`src/hw/rtl/ftts_pkg.sv`:
```
// ----------------------------------------------------------------------------
// ftts_pkg
// Shared constants and controller/datapath handshake types for the
// frame timer fixed-tick scheduler.
// ----------------------------------------------------------------------------
package ftts_pkg;

  localparam int FIELD_W  = 48;
  localparam int RATE_W   = 20;
  localparam int FRAMES_W = 32;

  localparam logic [RATE_W-1:0] ONE_SECOND_US = 20'd1000000;
  localparam logic [RATE_W-1:0] RATE_RESET    = 20'd60;

  localparam logic MODE_FRAME = 1'b0;
  localparam logic MODE_TICK  = 1'b1;

  localparam logic MUL_SEL_NEXT_TICK = 1'b0;  // (ticks + 1) * 1e6
  localparam logic MUL_SEL_ELAPSED   = 1'b1;  // elapsed * rate
  localparam logic DIV_SEL_FRAME     = 1'b0;  // span / frames
  localparam logic DIV_SEL_TICK      = 1'b1;  // product / rate

  typedef struct packed {
    logic capture;
    logic frame_first;
    logic frame_next;
    logic window_close;
    logic avg_sat;
    logic mul_start;
    logic mul_sel;
    logic save_p1;
    logic div_start;
    logic div_sel;
    logic tick_commit;
    logic tick_time_write;
    logic out_load;
  } cmd_t;

  typedef struct packed {
    logic started;
    logic span_ge;
    logic frames_zero;
    logic tick_blocked;
    logic p_le;
    logic mul_busy;
    logic div_busy;
  } status_t;

endpackage

```
`src/hw/rtl/ftts_if.sv`:
```
// ----------------------------------------------------------------------------
// ftts_if
// Valid/ready channels of the scheduler: request, response and rate write.
// ----------------------------------------------------------------------------
interface ftts_req_if;
  logic                         valid;
  logic                         ready;
  logic                         mode;
  logic [ftts_pkg::FIELD_W-1:0] timestamp_us;

  modport source (output valid, output mode, output timestamp_us, input ready);
  modport sink   (input valid, input mode, input timestamp_us, output ready);
endinterface

interface ftts_rsp_if;
  logic                         valid;
  logic                         ready;
  logic                         tick_fired;
  logic [ftts_pkg::FIELD_W-1:0] tick_count;
  logic [ftts_pkg::FIELD_W-1:0] tick_time_us;
  logic [ftts_pkg::FIELD_W-1:0] elapsed_us;
  logic [ftts_pkg::FIELD_W-1:0] avg_frame_us;

  modport source (output valid, output tick_fired, output tick_count,
                  output tick_time_us, output elapsed_us, output avg_frame_us,
                  input ready);
  modport sink   (input valid, input tick_fired, input tick_count,
                  input tick_time_us, input elapsed_us, input avg_frame_us,
                  output ready);
endinterface

interface ftts_cfg_if;
  logic                        valid;
  logic                        ready;
  logic [ftts_pkg::RATE_W-1:0] ticks_per_second;

  modport source (output valid, output ticks_per_second, input ready);
  modport sink   (input valid, input ticks_per_second, output ready);
endinterface

```
`src/hw/rtl/ftts_dp.sv`:
```
// ----------------------------------------------------------------------------
// ftts_dp
// Datapath: timing state, shift-add multiplier, restoring divider and the
// response register.
// ----------------------------------------------------------------------------
module ftts_dp #(
  parameter int TIME_BITS = 48
) (
  input  logic                          clk,
  input  logic                          rst,
  input  ftts_pkg::cmd_t                cmd,
  input  logic [ftts_pkg::FIELD_W-1:0]  timestamp_us,
  input  logic                          cfg_we,
  input  logic [ftts_pkg::RATE_W-1:0]   cfg_rate,
  output ftts_pkg::status_t             status,
  output logic                          tick_fired,
  output logic [ftts_pkg::FIELD_W-1:0]  tick_count,
  output logic [ftts_pkg::FIELD_W-1:0]  tick_time_us,
  output logic [ftts_pkg::FIELD_W-1:0]  elapsed_us,
  output logic [ftts_pkg::FIELD_W-1:0]  avg_frame_us
);

  localparam int FW     = ftts_pkg::FIELD_W;
  localparam int RW     = ftts_pkg::RATE_W;
  localparam int NW     = ftts_pkg::FRAMES_W;
  localparam int W      = TIME_BITS + RW;
  localparam int MUL_CW = $clog2(RW);
  localparam int DIV_CW = $clog2(W);
  localparam logic [MUL_CW-1:0]    MUL_LAST  = MUL_CW'(RW - 1);
  localparam logic [DIV_CW-1:0]    DIV_LAST  = DIV_CW'(W - 1);
  localparam logic [TIME_BITS-1:0] TIME_ONES = '1;
  localparam logic [TIME_BITS-1:0] SECOND_T  = TIME_BITS'(ftts_pkg::ONE_SECOND_US);

  function automatic logic [FW-1:0] to_field(input logic [TIME_BITS-1:0] v);
    logic [TIME_BITS+FW-1:0] w;
    w = {{FW{1'b0}}, v};
    return w[FW-1:0];
  endfunction

  // timing state
  logic [RW-1:0]        rate;
  logic                 started;
  logic [TIME_BITS-1:0] origin_time;
  logic [TIME_BITS-1:0] elapsed_time;
  logic [TIME_BITS-1:0] window_mark;
  logic [NW-1:0]        window_frames;
  logic [TIME_BITS-1:0] average_frame;
  logic [TIME_BITS-1:0] ticks_issued;
  logic [TIME_BITS-1:0] tick_time;
  logic                 fired;

  logic [TIME_BITS-1:0]    ts;
  logic [TIME_BITS+FW-1:0] ts_wide;
  logic [TIME_BITS-1:0]    span;

  // multiplier
  logic [W-1:0]      acc;
  logic [W-1:0]      mcand;
  logic [RW-1:0]     mplier;
  logic [MUL_CW-1:0] mul_cnt;
  logic              mul_busy;
  logic [W-1:0]      p1;

  // divider
  logic [W-1:0]      dq;
  logic [NW-1:0]     dvs;
  logic [NW-1:0]     rem;
  logic [DIV_CW-1:0] div_cnt;
  logic              div_busy;
  logic [NW:0]       trial;
  logic [NW:0]       diff;
  logic              trial_ge;

  assign ts_wide  = {{TIME_BITS{1'b0}}, timestamp_us};
  assign span     = elapsed_time - window_mark;
  assign trial    = {rem, dq[W-1]};
  assign diff     = trial - {1'b0, dvs};
  assign trial_ge = trial >= {1'b0, dvs};

  always_comb begin
    status.started      = started;
    status.span_ge      = span >= SECOND_T;
    status.frames_zero  = window_frames == '0;
    status.tick_blocked = (rate == '0) || (ticks_issued == TIME_ONES);
    status.p_le         = p1 <= acc;
    status.mul_busy     = mul_busy;
    status.div_busy     = div_busy;
  end

  always_ff @(posedge clk) begin
    if (rst) begin
      rate <= ftts_pkg::RATE_RESET;
    end else if (cfg_we) begin
      rate <= cfg_rate;
    end
  end

  always_ff @(posedge clk) begin
    if (cmd.capture) begin
      ts <= ts_wide[TIME_BITS-1:0];
    end
  end

  always_ff @(posedge clk) begin
    if (rst) begin
      started       <= 1'b0;
      origin_time   <= '0;
      elapsed_time  <= '0;
      window_mark   <= '0;
      window_frames <= '0;
      average_frame <= '0;
      ticks_issued  <= '0;
      tick_time     <= '0;
      fired         <= 1'b0;
    end else begin
      if (cmd.capture) begin
        fired <= 1'b0;
      end
      if (cmd.frame_first) begin
        started      <= 1'b1;
        origin_time  <= ts;
        elapsed_time <= '0;
        tick_time    <= '0;
      end
      if (cmd.frame_next) begin
        elapsed_time  <= ts - origin_time;
        window_frames <= window_frames + NW'(1);
      end
      if (cmd.window_close) begin
        window_mark   <= elapsed_time;
        window_frames <= '0;
        average_frame <= cmd.avg_sat ? TIME_ONES : dq[TIME_BITS-1:0];
      end
      if (cmd.tick_commit) begin
        ticks_issued <= ticks_issued + TIME_BITS'(1);
        fired        <= 1'b1;
      end
      if (cmd.tick_time_write) begin
        tick_time <= dq[TIME_BITS-1:0];
      end
    end
  end

  // shift-add multiplier, one multiplier bit per cycle
  always_ff @(posedge clk) begin
    if (rst) begin
      mul_busy <= 1'b0;
    end else if (cmd.mul_start) begin
      mul_busy <= 1'b1;
    end else if (mul_busy && mul_cnt == MUL_LAST) begin
      mul_busy <= 1'b0;
    end
  end

  always_ff @(posedge clk) begin
    if (cmd.mul_start) begin
      acc     <= '0;
      mul_cnt <= '0;
      if (cmd.mul_sel == ftts_pkg::MUL_SEL_ELAPSED) begin
        mcand  <= {{RW{1'b0}}, elapsed_time};
        mplier <= rate;
      end else begin
        mcand  <= {{RW{1'b0}}, ticks_issued + TIME_BITS'(1)};
        mplier <= ftts_pkg::ONE_SECOND_US;
      end
    end else if (mul_busy) begin
      if (mplier[0]) begin
        acc <= acc + mcand;
      end
      mcand   <= {mcand[W-2:0], 1'b0};
      mplier  <= {1'b0, mplier[RW-1:1]};
      mul_cnt <= mul_cnt + MUL_CW'(1);
    end
  end

  always_ff @(posedge clk) begin
    if (cmd.save_p1) begin
      p1 <= acc;
    end
  end

  // restoring divider, one quotient bit per cycle
  always_ff @(posedge clk) begin
    if (rst) begin
      div_busy <= 1'b0;
    end else if (cmd.div_start) begin
      div_busy <= 1'b1;
    end else if (div_busy && div_cnt == DIV_LAST) begin
      div_busy <= 1'b0;
    end
  end

  always_ff @(posedge clk) begin
    if (cmd.div_start) begin
      rem     <= '0;
      div_cnt <= '0;
      if (cmd.div_sel == ftts_pkg::DIV_SEL_TICK) begin
        dq  <= p1;
        dvs <= NW'(rate);
      end else begin
        dq  <= {{RW{1'b0}}, span};
        dvs <= window_frames;
      end
    end else if (div_busy) begin
      rem     <= trial_ge ? diff[NW-1:0] : trial[NW-1:0];
      dq      <= {dq[W-2:0], trial_ge};
      div_cnt <= div_cnt + DIV_CW'(1);
    end
  end

  always_ff @(posedge clk) begin
    if (cmd.out_load) begin
      tick_fired   <= fired;
      tick_count   <= to_field(ticks_issued);
      tick_time_us <= to_field(tick_time);
      elapsed_us   <= to_field(elapsed_time);
      avg_frame_us <= to_field(average_frame);
    end
  end

endmodule

```
`src/hw/rtl/ftts_ctrl.sv`:
```
// ----------------------------------------------------------------------------
// ftts_ctrl
// Sequencer: walks one item through frame or tick handling and owns the
// request/response handshakes.
// ----------------------------------------------------------------------------
module ftts_ctrl (
  input  logic              clk,
  input  logic              rst,
  input  logic              req_valid,
  output logic              req_ready,
  input  logic              req_mode,
  output logic              rsp_valid,
  input  logic              rsp_ready,
  input  ftts_pkg::status_t status,
  output ftts_pkg::cmd_t    cmd
);

  localparam logic [3:0] S_IDLE  = 4'd0;
  localparam logic [3:0] S_FRAME = 4'd1;
  localparam logic [3:0] S_FCHK  = 4'd2;
  localparam logic [3:0] S_FDIV  = 4'd3;
  localparam logic [3:0] S_TCHK  = 4'd4;
  localparam logic [3:0] S_TMUL1 = 4'd5;
  localparam logic [3:0] S_TMUL2 = 4'd6;
  localparam logic [3:0] S_TCMP  = 4'd7;
  localparam logic [3:0] S_TDIV  = 4'd8;
  localparam logic [3:0] S_WB    = 4'd9;

  logic [3:0] state;
  logic [3:0] state_next;
  logic       out_valid;
  logic       out_valid_next;

  assign req_ready = state == S_IDLE;
  assign rsp_valid = out_valid;

  always_comb begin
    cmd        = '0;
    state_next = state;
    unique case (state)
      S_IDLE: begin
        if (req_valid) begin
          cmd.capture = 1'b1;
          state_next  = (req_mode == ftts_pkg::MODE_TICK) ? S_TCHK : S_FRAME;
        end
      end
      S_FRAME: begin
        if (!status.started) begin
          cmd.frame_first = 1'b1;
          state_next      = S_WB;
        end else begin
          cmd.frame_next = 1'b1;
          state_next     = S_FCHK;
        end
      end
      S_FCHK: begin
        if (!status.span_ge) begin
          state_next = S_WB;
        end else if (status.frames_zero) begin
          // frame counter wrapped: average saturates
          cmd.window_close = 1'b1;
          cmd.avg_sat      = 1'b1;
          state_next       = S_WB;
        end else begin
          cmd.div_start = 1'b1;
          cmd.div_sel   = ftts_pkg::DIV_SEL_FRAME;
          state_next    = S_FDIV;
        end
      end
      S_FDIV: begin
        if (!status.div_busy) begin
          cmd.window_close = 1'b1;
          state_next       = S_WB;
        end
      end
      S_TCHK: begin
        if (status.tick_blocked) begin
          state_next = S_WB;
        end else begin
          cmd.mul_start = 1'b1;
          cmd.mul_sel   = ftts_pkg::MUL_SEL_NEXT_TICK;
          state_next    = S_TMUL1;
        end
      end
      S_TMUL1: begin
        if (!status.mul_busy) begin
          cmd.save_p1   = 1'b1;
          cmd.mul_start = 1'b1;
          cmd.mul_sel   = ftts_pkg::MUL_SEL_ELAPSED;
          state_next    = S_TMUL2;
        end
      end
      S_TMUL2: begin
        if (!status.mul_busy) begin
          state_next = S_TCMP;
        end
      end
      S_TCMP: begin
        if (status.p_le) begin
          // saved product is (new tick count) * 1e6: divide it by the rate
          cmd.tick_commit = 1'b1;
          cmd.div_start   = 1'b1;
          cmd.div_sel     = ftts_pkg::DIV_SEL_TICK;
          state_next      = S_TDIV;
        end else begin
          state_next = S_WB;
        end
      end
      S_TDIV: begin
        if (!status.div_busy) begin
          cmd.tick_time_write = 1'b1;
          state_next          = S_WB;
        end
      end
      S_WB: begin
        if (!out_valid || rsp_ready) begin
          cmd.out_load = 1'b1;
          state_next   = S_IDLE;
        end
      end
      default: begin
        state_next = S_IDLE;
      end
    endcase
  end

  always_comb begin
    out_valid_next = out_valid;
    if (cmd.out_load) begin
      out_valid_next = 1'b1;
    end else if (rsp_ready) begin
      out_valid_next = 1'b0;
    end
  end

  always_ff @(posedge clk) begin
    if (rst) begin
      state     <= S_IDLE;
      out_valid <= 1'b0;
    end else begin
      state     <= state_next;
      out_valid <= out_valid_next;
    end
  end

endmodule

```
`src/hw/rtl/frame_timer_fixed_tick_scheduler_core.sv`:
```
// ----------------------------------------------------------------------------
// frame_timer_fixed_tick_scheduler_core
// Frame timing and fixed-rate tick scheduling, one response per request.
// ----------------------------------------------------------------------------
// Each request is a frame (mode 0, with an absolute microsecond timestamp) or
// a tick request (mode 1); each produces one response with the tick flag and
// the current tick count, tick time, elapsed time and one-second average frame
// time. One request is processed at a time. A frame is answered after the
// window check (the first frame skips it), and also after a divide of the
// span by the frame count when it closes a window and the average is divided
// out. A tick request answers without a multiply when the rate is zero or the
// counter is full, after two shift-add multiplies when the exact fire test
// fails, and when it fires after those two shift-add multiplies for the exact
// fire test, then a one-bit-per-cycle divide of a (TIME_BITS + 20)-bit product
// by the rate. The next request is accepted in the cycle after the response
// is loaded into the output register; a response still waiting there holds
// the block in its last step. ticks_per_second may be written at any time the
// block is idle and is always ready.
module frame_timer_fixed_tick_scheduler_core #(
  parameter int TIME_BITS = 48
) (
  input logic       clk,
  input logic       rst,
  ftts_req_if.sink   req,
  ftts_rsp_if.source rsp,
  ftts_cfg_if.sink   cfg
);

  ftts_pkg::cmd_t    cmd;
  ftts_pkg::status_t status;
  logic              req_ready;
  logic              rsp_valid;

  assign req.ready = req_ready;
  assign rsp.valid = rsp_valid;
  assign cfg.ready = 1'b1;

  ftts_ctrl u_ctrl (
    .clk       (clk),
    .rst       (rst),
    .req_valid (req.valid),
    .req_ready (req_ready),
    .req_mode  (req.mode),
    .rsp_valid (rsp_valid),
    .rsp_ready (rsp.ready),
    .status    (status),
    .cmd       (cmd)
  );

  ftts_dp #(
    .TIME_BITS (TIME_BITS)
  ) u_dp (
    .clk          (clk),
    .rst          (rst),
    .cmd          (cmd),
    .timestamp_us (req.timestamp_us),
    .cfg_we       (cfg.valid),
    .cfg_rate     (cfg.ticks_per_second),
    .status       (status),
    .tick_fired   (rsp.tick_fired),
    .tick_count   (rsp.tick_count),
    .tick_time_us (rsp.tick_time_us),
    .elapsed_us   (rsp.elapsed_us),
    .avg_frame_us (rsp.avg_frame_us)
  );

endmodule

```
`src/flat_wrapper.sv`:
```
// flat-port wrapper written by rule: the top's interface ports become plain ports
module frame_timer_fixed_tick_scheduler_core_flat 
#(
  parameter int TIME_BITS = 48
)
  (clk, rst, req_valid, req_mode, req_timestamp_us, req_ready, rsp_valid, rsp_tick_fired, rsp_tick_count, rsp_tick_time_us, rsp_elapsed_us, rsp_avg_frame_us, rsp_ready, cfg_valid, cfg_ticks_per_second, cfg_ready);
  ftts_req_if req_i ();
  ftts_rsp_if rsp_i ();
  ftts_cfg_if cfg_i ();
  input logic clk;
  input logic rst;
  input wire logic [$bits(req_i.valid)-1:0] req_valid;
  input wire logic [$bits(req_i.mode)-1:0] req_mode;
  input wire logic [$bits(req_i.timestamp_us)-1:0] req_timestamp_us;
  output wire logic [$bits(req_i.ready)-1:0] req_ready;
  output wire logic [$bits(rsp_i.valid)-1:0] rsp_valid;
  output wire logic [$bits(rsp_i.tick_fired)-1:0] rsp_tick_fired;
  output wire logic [$bits(rsp_i.tick_count)-1:0] rsp_tick_count;
  output wire logic [$bits(rsp_i.tick_time_us)-1:0] rsp_tick_time_us;
  output wire logic [$bits(rsp_i.elapsed_us)-1:0] rsp_elapsed_us;
  output wire logic [$bits(rsp_i.avg_frame_us)-1:0] rsp_avg_frame_us;
  input wire logic [$bits(rsp_i.ready)-1:0] rsp_ready;
  input wire logic [$bits(cfg_i.valid)-1:0] cfg_valid;
  input wire logic [$bits(cfg_i.ticks_per_second)-1:0] cfg_ticks_per_second;
  output wire logic [$bits(cfg_i.ready)-1:0] cfg_ready;
  assign req_i.valid = req_valid;
  assign req_i.mode = req_mode;
  assign req_i.timestamp_us = req_timestamp_us;
  assign req_ready = req_i.ready;
  assign rsp_valid = rsp_i.valid;
  assign rsp_tick_fired = rsp_i.tick_fired;
  assign rsp_tick_count = rsp_i.tick_count;
  assign rsp_tick_time_us = rsp_i.tick_time_us;
  assign rsp_elapsed_us = rsp_i.elapsed_us;
  assign rsp_avg_frame_us = rsp_i.avg_frame_us;
  assign rsp_i.ready = rsp_ready;
  assign cfg_i.valid = cfg_valid;
  assign cfg_i.ticks_per_second = cfg_ticks_per_second;
  assign cfg_ready = cfg_i.ready;
  frame_timer_fixed_tick_scheduler_core #(.TIME_BITS(TIME_BITS)) u_core (.clk(clk), .rst(rst), .req(req_i), .rsp(rsp_i), .cfg(cfg_i));
endmodule
```
`config.mk`:
```
export PLATFORM = sky130hd
export DESIGN_NAME = frame_timer_fixed_tick_scheduler_core_flat
export DESIGN_NICKNAME = d
export VERILOG_FILES = /design/src/hw/rtl/ftts_pkg.sv /design/src/hw/rtl/ftts_if.sv /design/src/hw/rtl/ftts_dp.sv /design/src/hw/rtl/ftts_ctrl.sv /design/src/hw/rtl/frame_timer_fixed_tick_scheduler_core.sv /design/src/flat_wrapper.sv
export SDC_FILE = /design/constraint.sdc
export NUM_CORES = 2
export LEC_CHECK = 0
export ABC_CLOCK_PERIOD_IN_PS = 30600
export BUFFER_PORTS_ARGS = -buffer_cell sky130_fd_sc_hd__clkbuf_2
export CORE_AREA = 2 2 379 381
export DETAILED_ROUTE_END_ITERATION = 6
export DIE_AREA = 0 0 381 383
export REMOVE_ABC_BUFFERS = 1
export SYNTH_ARGS = -nofsm -noshare
export SYNTH_HDL_FRONTEND = slang
export SYNTH_SLANG_ARGS = --single-unit
```
`constraint.sdc`:
```
create_clock -name clk -period 30.6 [get_ports clk]
set_clock_uncertainty 0.2 [all_clocks]
set_input_delay 7.65 -clock clk [delete_from_list [all_inputs] [get_ports clk]]
set_output_delay 7.65 -clock clk [all_outputs]
set_load 0.05 [all_outputs]
```
# Word-level counts from Yosys, hierarchy flattened
# Index checks and enable logic that the tools add are counted.
# word_totals
reg_bits,958
input_bits,74
out_inout_bits,196
# op_classes
addsub,8
n_lt_le_gt_ge,3
n_eq_ne,17
mux,57
reduce_logical,20
# ops
operator,count
68-bit 2-to-1 mux,5
48-bit 2-to-1 mux,5
48-bit subtractor,2
20-bit 2-to-1 mux,4
68-bit adder,1
68-bit less-or-equal comparator,1
"48-bit by 1-bit adder with 48-bit output, second input constant",1
"48-bit equality test, second input constant",1
"48-bit by 20-bit >= comparator with 1-bit output, second input constant",1
4-bit 2-to-1 mux,9
4-bit case mux with 9 select lines,1
33-bit by 32-bit >= comparator with 1-bit output,1
"32-bit by 1-bit adder with 32-bit output, second input constant",1
32-bit logical NOT,1
32-bit 2-to-1 mux,1
32-bit subtractor,1
20-bit logical NOT,1
1-bit 2-to-1 mux,20
"4-bit by 3-bit equality test with 1-bit output, second input constant",4
2-bit nonzero test,8
2-bit 2-to-1 mux,6
"2-bit != test, second input constant",5
3-bit 2-to-1 mux,3
"4-bit by 2-bit equality test with 1-bit output, second input constant",2
15 further kinds,20

# Logic depth before layout (Yosys ltp)
# logic_depth
depth_word,6
ltp_mapped,18
depth_no_buf,16

# Cells and area by module
# Synthesis repeated with hierarchy kept, for this count alone.
# hier_totals
hier_cells,5029
hier_area_um2,49185.9
# by_module_without_submodules
module,instances,cells_each,area_per_inst_um2,seq_area_each_um2
ftts_dp,1,4943,48602.9,24053.1
ftts_ctrl,1,84,571.8,100.1
frame_timer_fixed_tick_scheduler_core,1,2,11.3,0.0

# Least setup slack after synthesis
# No wires, ideal clock.
# synth_timing
path_type,input-to-reg
start,input rsp_ready
end,"register u_core.u_dp.avg_frame_us[0] in the netlist's numbering, enable pin"
setup_time_ns,0.769
arrival_ns,16.239
required_time_ns,29.631
path_slack_ns,13.392
stages,2
path_cell_list,nand2b_1 > nor2b_1
# synth_rtl
element,line,source
start: declaration,flat_wrapper.sv:22,input wire logic [$bits(rsp_i.ready)-1:0] rsp_ready;
end signal: assignment,ftts_dp.sv:217,avg_frame_us <= to_field(average_frame);
end: declaration,ftts_dp.sv:20,output logic [ftts_pkg::FIELD_W-1:0] avg_frame_us

# Worst setup path after layout
# layout_timing
start,register u_core.u_ctrl.state[0]
end,output req_ready
# layout_between
elab_chain_len,1
# layout_lines
element,line,source
start: declaration,ftts_ctrl.sv:29,logic [3:0] state;
start signal: assignment,ftts_ctrl.sv:141,state <= state_next;
4-bit logical NOT,ftts_ctrl.sv:34,assign req_ready = state == S_IDLE;
end: declaration,flat_wrapper.sv:15,output wire logic [$bits(req_i.ready)-1:0] req_ready;
# No other way between the ends.

==> metrics.csv <==
stage;metric;value;unit
placed_design;place_congestion;0.933;
setup_path;path_max_fanout;16;
setup_path;start_kind;flop;
clock_network;cts_setup_buffers;0;
drt;dr_total_vias;38800;
drt;drtPass1Iterations;5;
power;power;5.66;mW
clock_network;cts_buffers;106;
global_routing;overflow;0;
sta;setup_viol;0;
sta;slew_headroom;29.9;%
setup_path;worst-path-buf-inv;1;
yosys;netlist_area;49300;um^2
global_routing;grt_pass1_vias;36200;
run_status;outcome;finished, final reports clean;
setup_path;required;22.75;ns
drt;ant_nets;0;
sta;drv_slew;0;
drt;drc;0;
global_routing;antenna_found_initial;8;
power;ir_drop;0.0734;mV
placed_design;dpl.hpwl;103;mm
global_routing;grt_pass1_wl;219;mm
yosys;ys_seq_area_share;49.0;%
final_layout;syn_to_final_growth;13.8;%
setup_path;critical_path_class;flop to output port;
run;cap_violations;0;
sta;max_freq;100;MHz
final_layout;fill_cells;14100;
floorplanning;die_w;381;um
yosys;synthArstFlopShare;0;%
power;p_switching;2.33;mW
yosys;synth.ff_latch_count;958;
floorplanning;die_area;146000;um^2
power;leakagePower;21.5;nW
power;sw_frac_of_total;41.2;%
yosys;ys_types;88;
global_routing;grt_usage;19.1;%
sta;rsz0062_at_grt;no;
sta;fin_crit;9.97;ns
clock_network;hold_buffers;0;
clock_network;cts_max_path_buffers;3;
power;sequentialPowerShare;32.7;%
power;power_frac_clock;24.2;%
drt;drtIter0Drc;2890;
floorplanning;num_rows;139;
drt;drt_wl_total;144;mm
setup_path;cpLargestDelayFamily;simple AND/OR/NAND/NOR gates;
clock_network;cts_tree;built;
floorplanning;floorplan.initialDensity;34.6;%
drt;viasPerCell;5.28;
floorplanning;core-area;142000;um^2
clock_network;clock-root-buffer;clkbuf_16;
drt;wl_per_cell;19.6;um
yosys;postSynthCellCount;5224;
placed_design;port_buffers;268;
floorplanning;pin_count;270;
clock_network;cts.sinks;958;
yosys;synth_top_area_share;30.3;%
setup_path;cpMaxStageDelayCell;nor4_1;
yosys;synth_top_area_cell;edfxtp_1;
setup_path;endpoint_kind;output port;
worst_hold_path;hp-class;flop to flop;
setup_path;crit_chain;nor4_1 -> clkbuf_2;
yosys;synth_top_flop_cell;edfxtp_1;
final_layout;fin_nets;5706;
sta;hold_viol;0;
clock_network;clk_transition_reported_paths;0.06;ns
yosys;synth-edff-count;497;
sta;setup_tns;0;ns
yosys;avgSynthCellArea;9.43;um^2
clock_network;cts_resized;0;
yosys;yosys-top-cells-area;edfxtp_1 30%, dfxtp_1 19%, ha_1 6.8%;
power;p_comb_share;43.1;%
clock_network;htreeDepth;3;
power;p_int;3.33;mW
setup_path;crit_path_max_incr_delay;0.48;ns
power;p_per_area;101;nW/um^2
global_routing;grt_max_degree;197;
clock_network;clk_latency;0.77;ns
setup_path;worstPathArrival;2.12;ns
sta;worstMarginPinSlew;1.05;ns
yosys;yosys_warnings;0;
floorplanning;dieHeight;383;um
sta;fin_crit_sh;32.6;%
final_layout;drive_gt1_share;10.1;%
[area by class of cell]
cell class              count  area, um^2  area share, %
clock inverters            56         738           1.32
diodes                      1        2.50        0.00446
inverters                 253         950           1.69
well taps                1903        2380           4.25
clock buffers             144        3030           5.40
flip-flops and latches    958       24200           43.1
repair buffers            310        1690           3.01
multi-input cells        3733       23100           41.2
[final timing paths]
| path | start | endpoint | slack, ns | cells past startpoint |
|---|---|---|---|---|
| max | u_core.u_ctrl.state[0] | req_ready | 20.63 | 2 |
| min | u_core.u_dp.average_frame[20] | u_core.u_dp.avg_frame_us[20] | 0.20 | 0 |
| max reg2reg | u_core.u_dp.elapsed_time[15] | u_core.u_dp.dq[12] | 23.95 | 14 |
| min reg2reg | u_core.u_dp.average_frame[20] | u_core.u_dp.avg_frame_us[20] | 0.20 | 0 |
[power groups by stage]
stage | sequential (mW) | combinational, mW | clock, mW
floorplan | 1.88 | 1.63 | 0
global placement | 1.87 | 2.39 | 0
detailed placement | 1.88 | 2.41 | 0
CTS | 1.85 | 2.43 | 1.40
global route | 1.87 | 2.69 | 1.45
finish | 1.85 | 2.44 | 1.37
[placed cells by master (no fill, tap or decap), drive strengths merged, types with 30 or more instances in the layout]
cell      n
o21a     34
dfxtp   461
xor2    143
a31oi    76
nor4     42
mux2i    44
o211ai   36
nand2b   32
o21ai   243
nand3    89
ha      266
and3     39
nor2b    38
a31o     49
nor2    469
nor3     78
a21o    166
buf      42
nand4    62
a221o    39
clkbuf  412
a211oi   32
nand2   784
clkinv   30
inv     262
a21oi   446
and2     57
xnor2   146
edfxtp  497
a22oi    71
[metrics by stage]
step	setup WS [ns]	hold slack, ns	cell area [um^2]	util, %	std cells
2_1_floorplan	11.98	0.208	48100	-	4944
3_3_place_gp	20.50	0.214	52300	36.8	7157
4_1_cts	20.57	0.197	56100	39.4	7357
3_5_place_dp	20.46	0.214	52300	36.8	7157
5_1_grt	20.48	0.211	56100	39.4	7357
6_report	20.63	0.196	56100	39.4	7358
[flip-flops by register name (all words and copies together), names as in the netlist, 68 cells and up]
register           count
u_core.u_dp.mcand     68
u_core.u_dp.acc       68
u_core.u_dp.dq        68
u_core.u_dp.p1        68
[layer usage]
layer / part of all wire (%) / track usage [%] / up-vias / wire length (um)
li1: - / - / 18900 / -
met1: 46 / 26.3 / 18700 / 65900
met4: 2.4 / 5.23 / 2 / 3490
met2: 47 / 31.5 / 1009 / 67400
met3: 5.0 / 2.59 / 177 / 7270
met5: 0.010 / 0 / - / 15
[cell usage after synthesis, types with 40 or more instances]
master	n
nand2_1	784
edfxtp_1	497
nor2_1	468
dfxtp_1	461
a21oi_1	445
ha_1	266
inv_1	251
clkbuf_1	241
o21ai_0	239
a21o_1	165
xnor2_1	146
xor2_1	143
nand3_1	89
nor3_1	78
a31oi_1	76
a22oi_1	71
nand4_1	61
and2_1	57
mux2i_1	44
nor4_1	42
a31o_1	40
[kinds of logic after synthesis]
family	synth area share (%)
and+or+nand+nor	15.9
AOI/OAI and AO/OA	17.7
DFF	49.0
buffers and inverters	4.22
xor gates and xnor gates	5.14
adders and majority gates	6.92
muxes	1.03
other	0.00761
(Power assumes the default switching activity.)
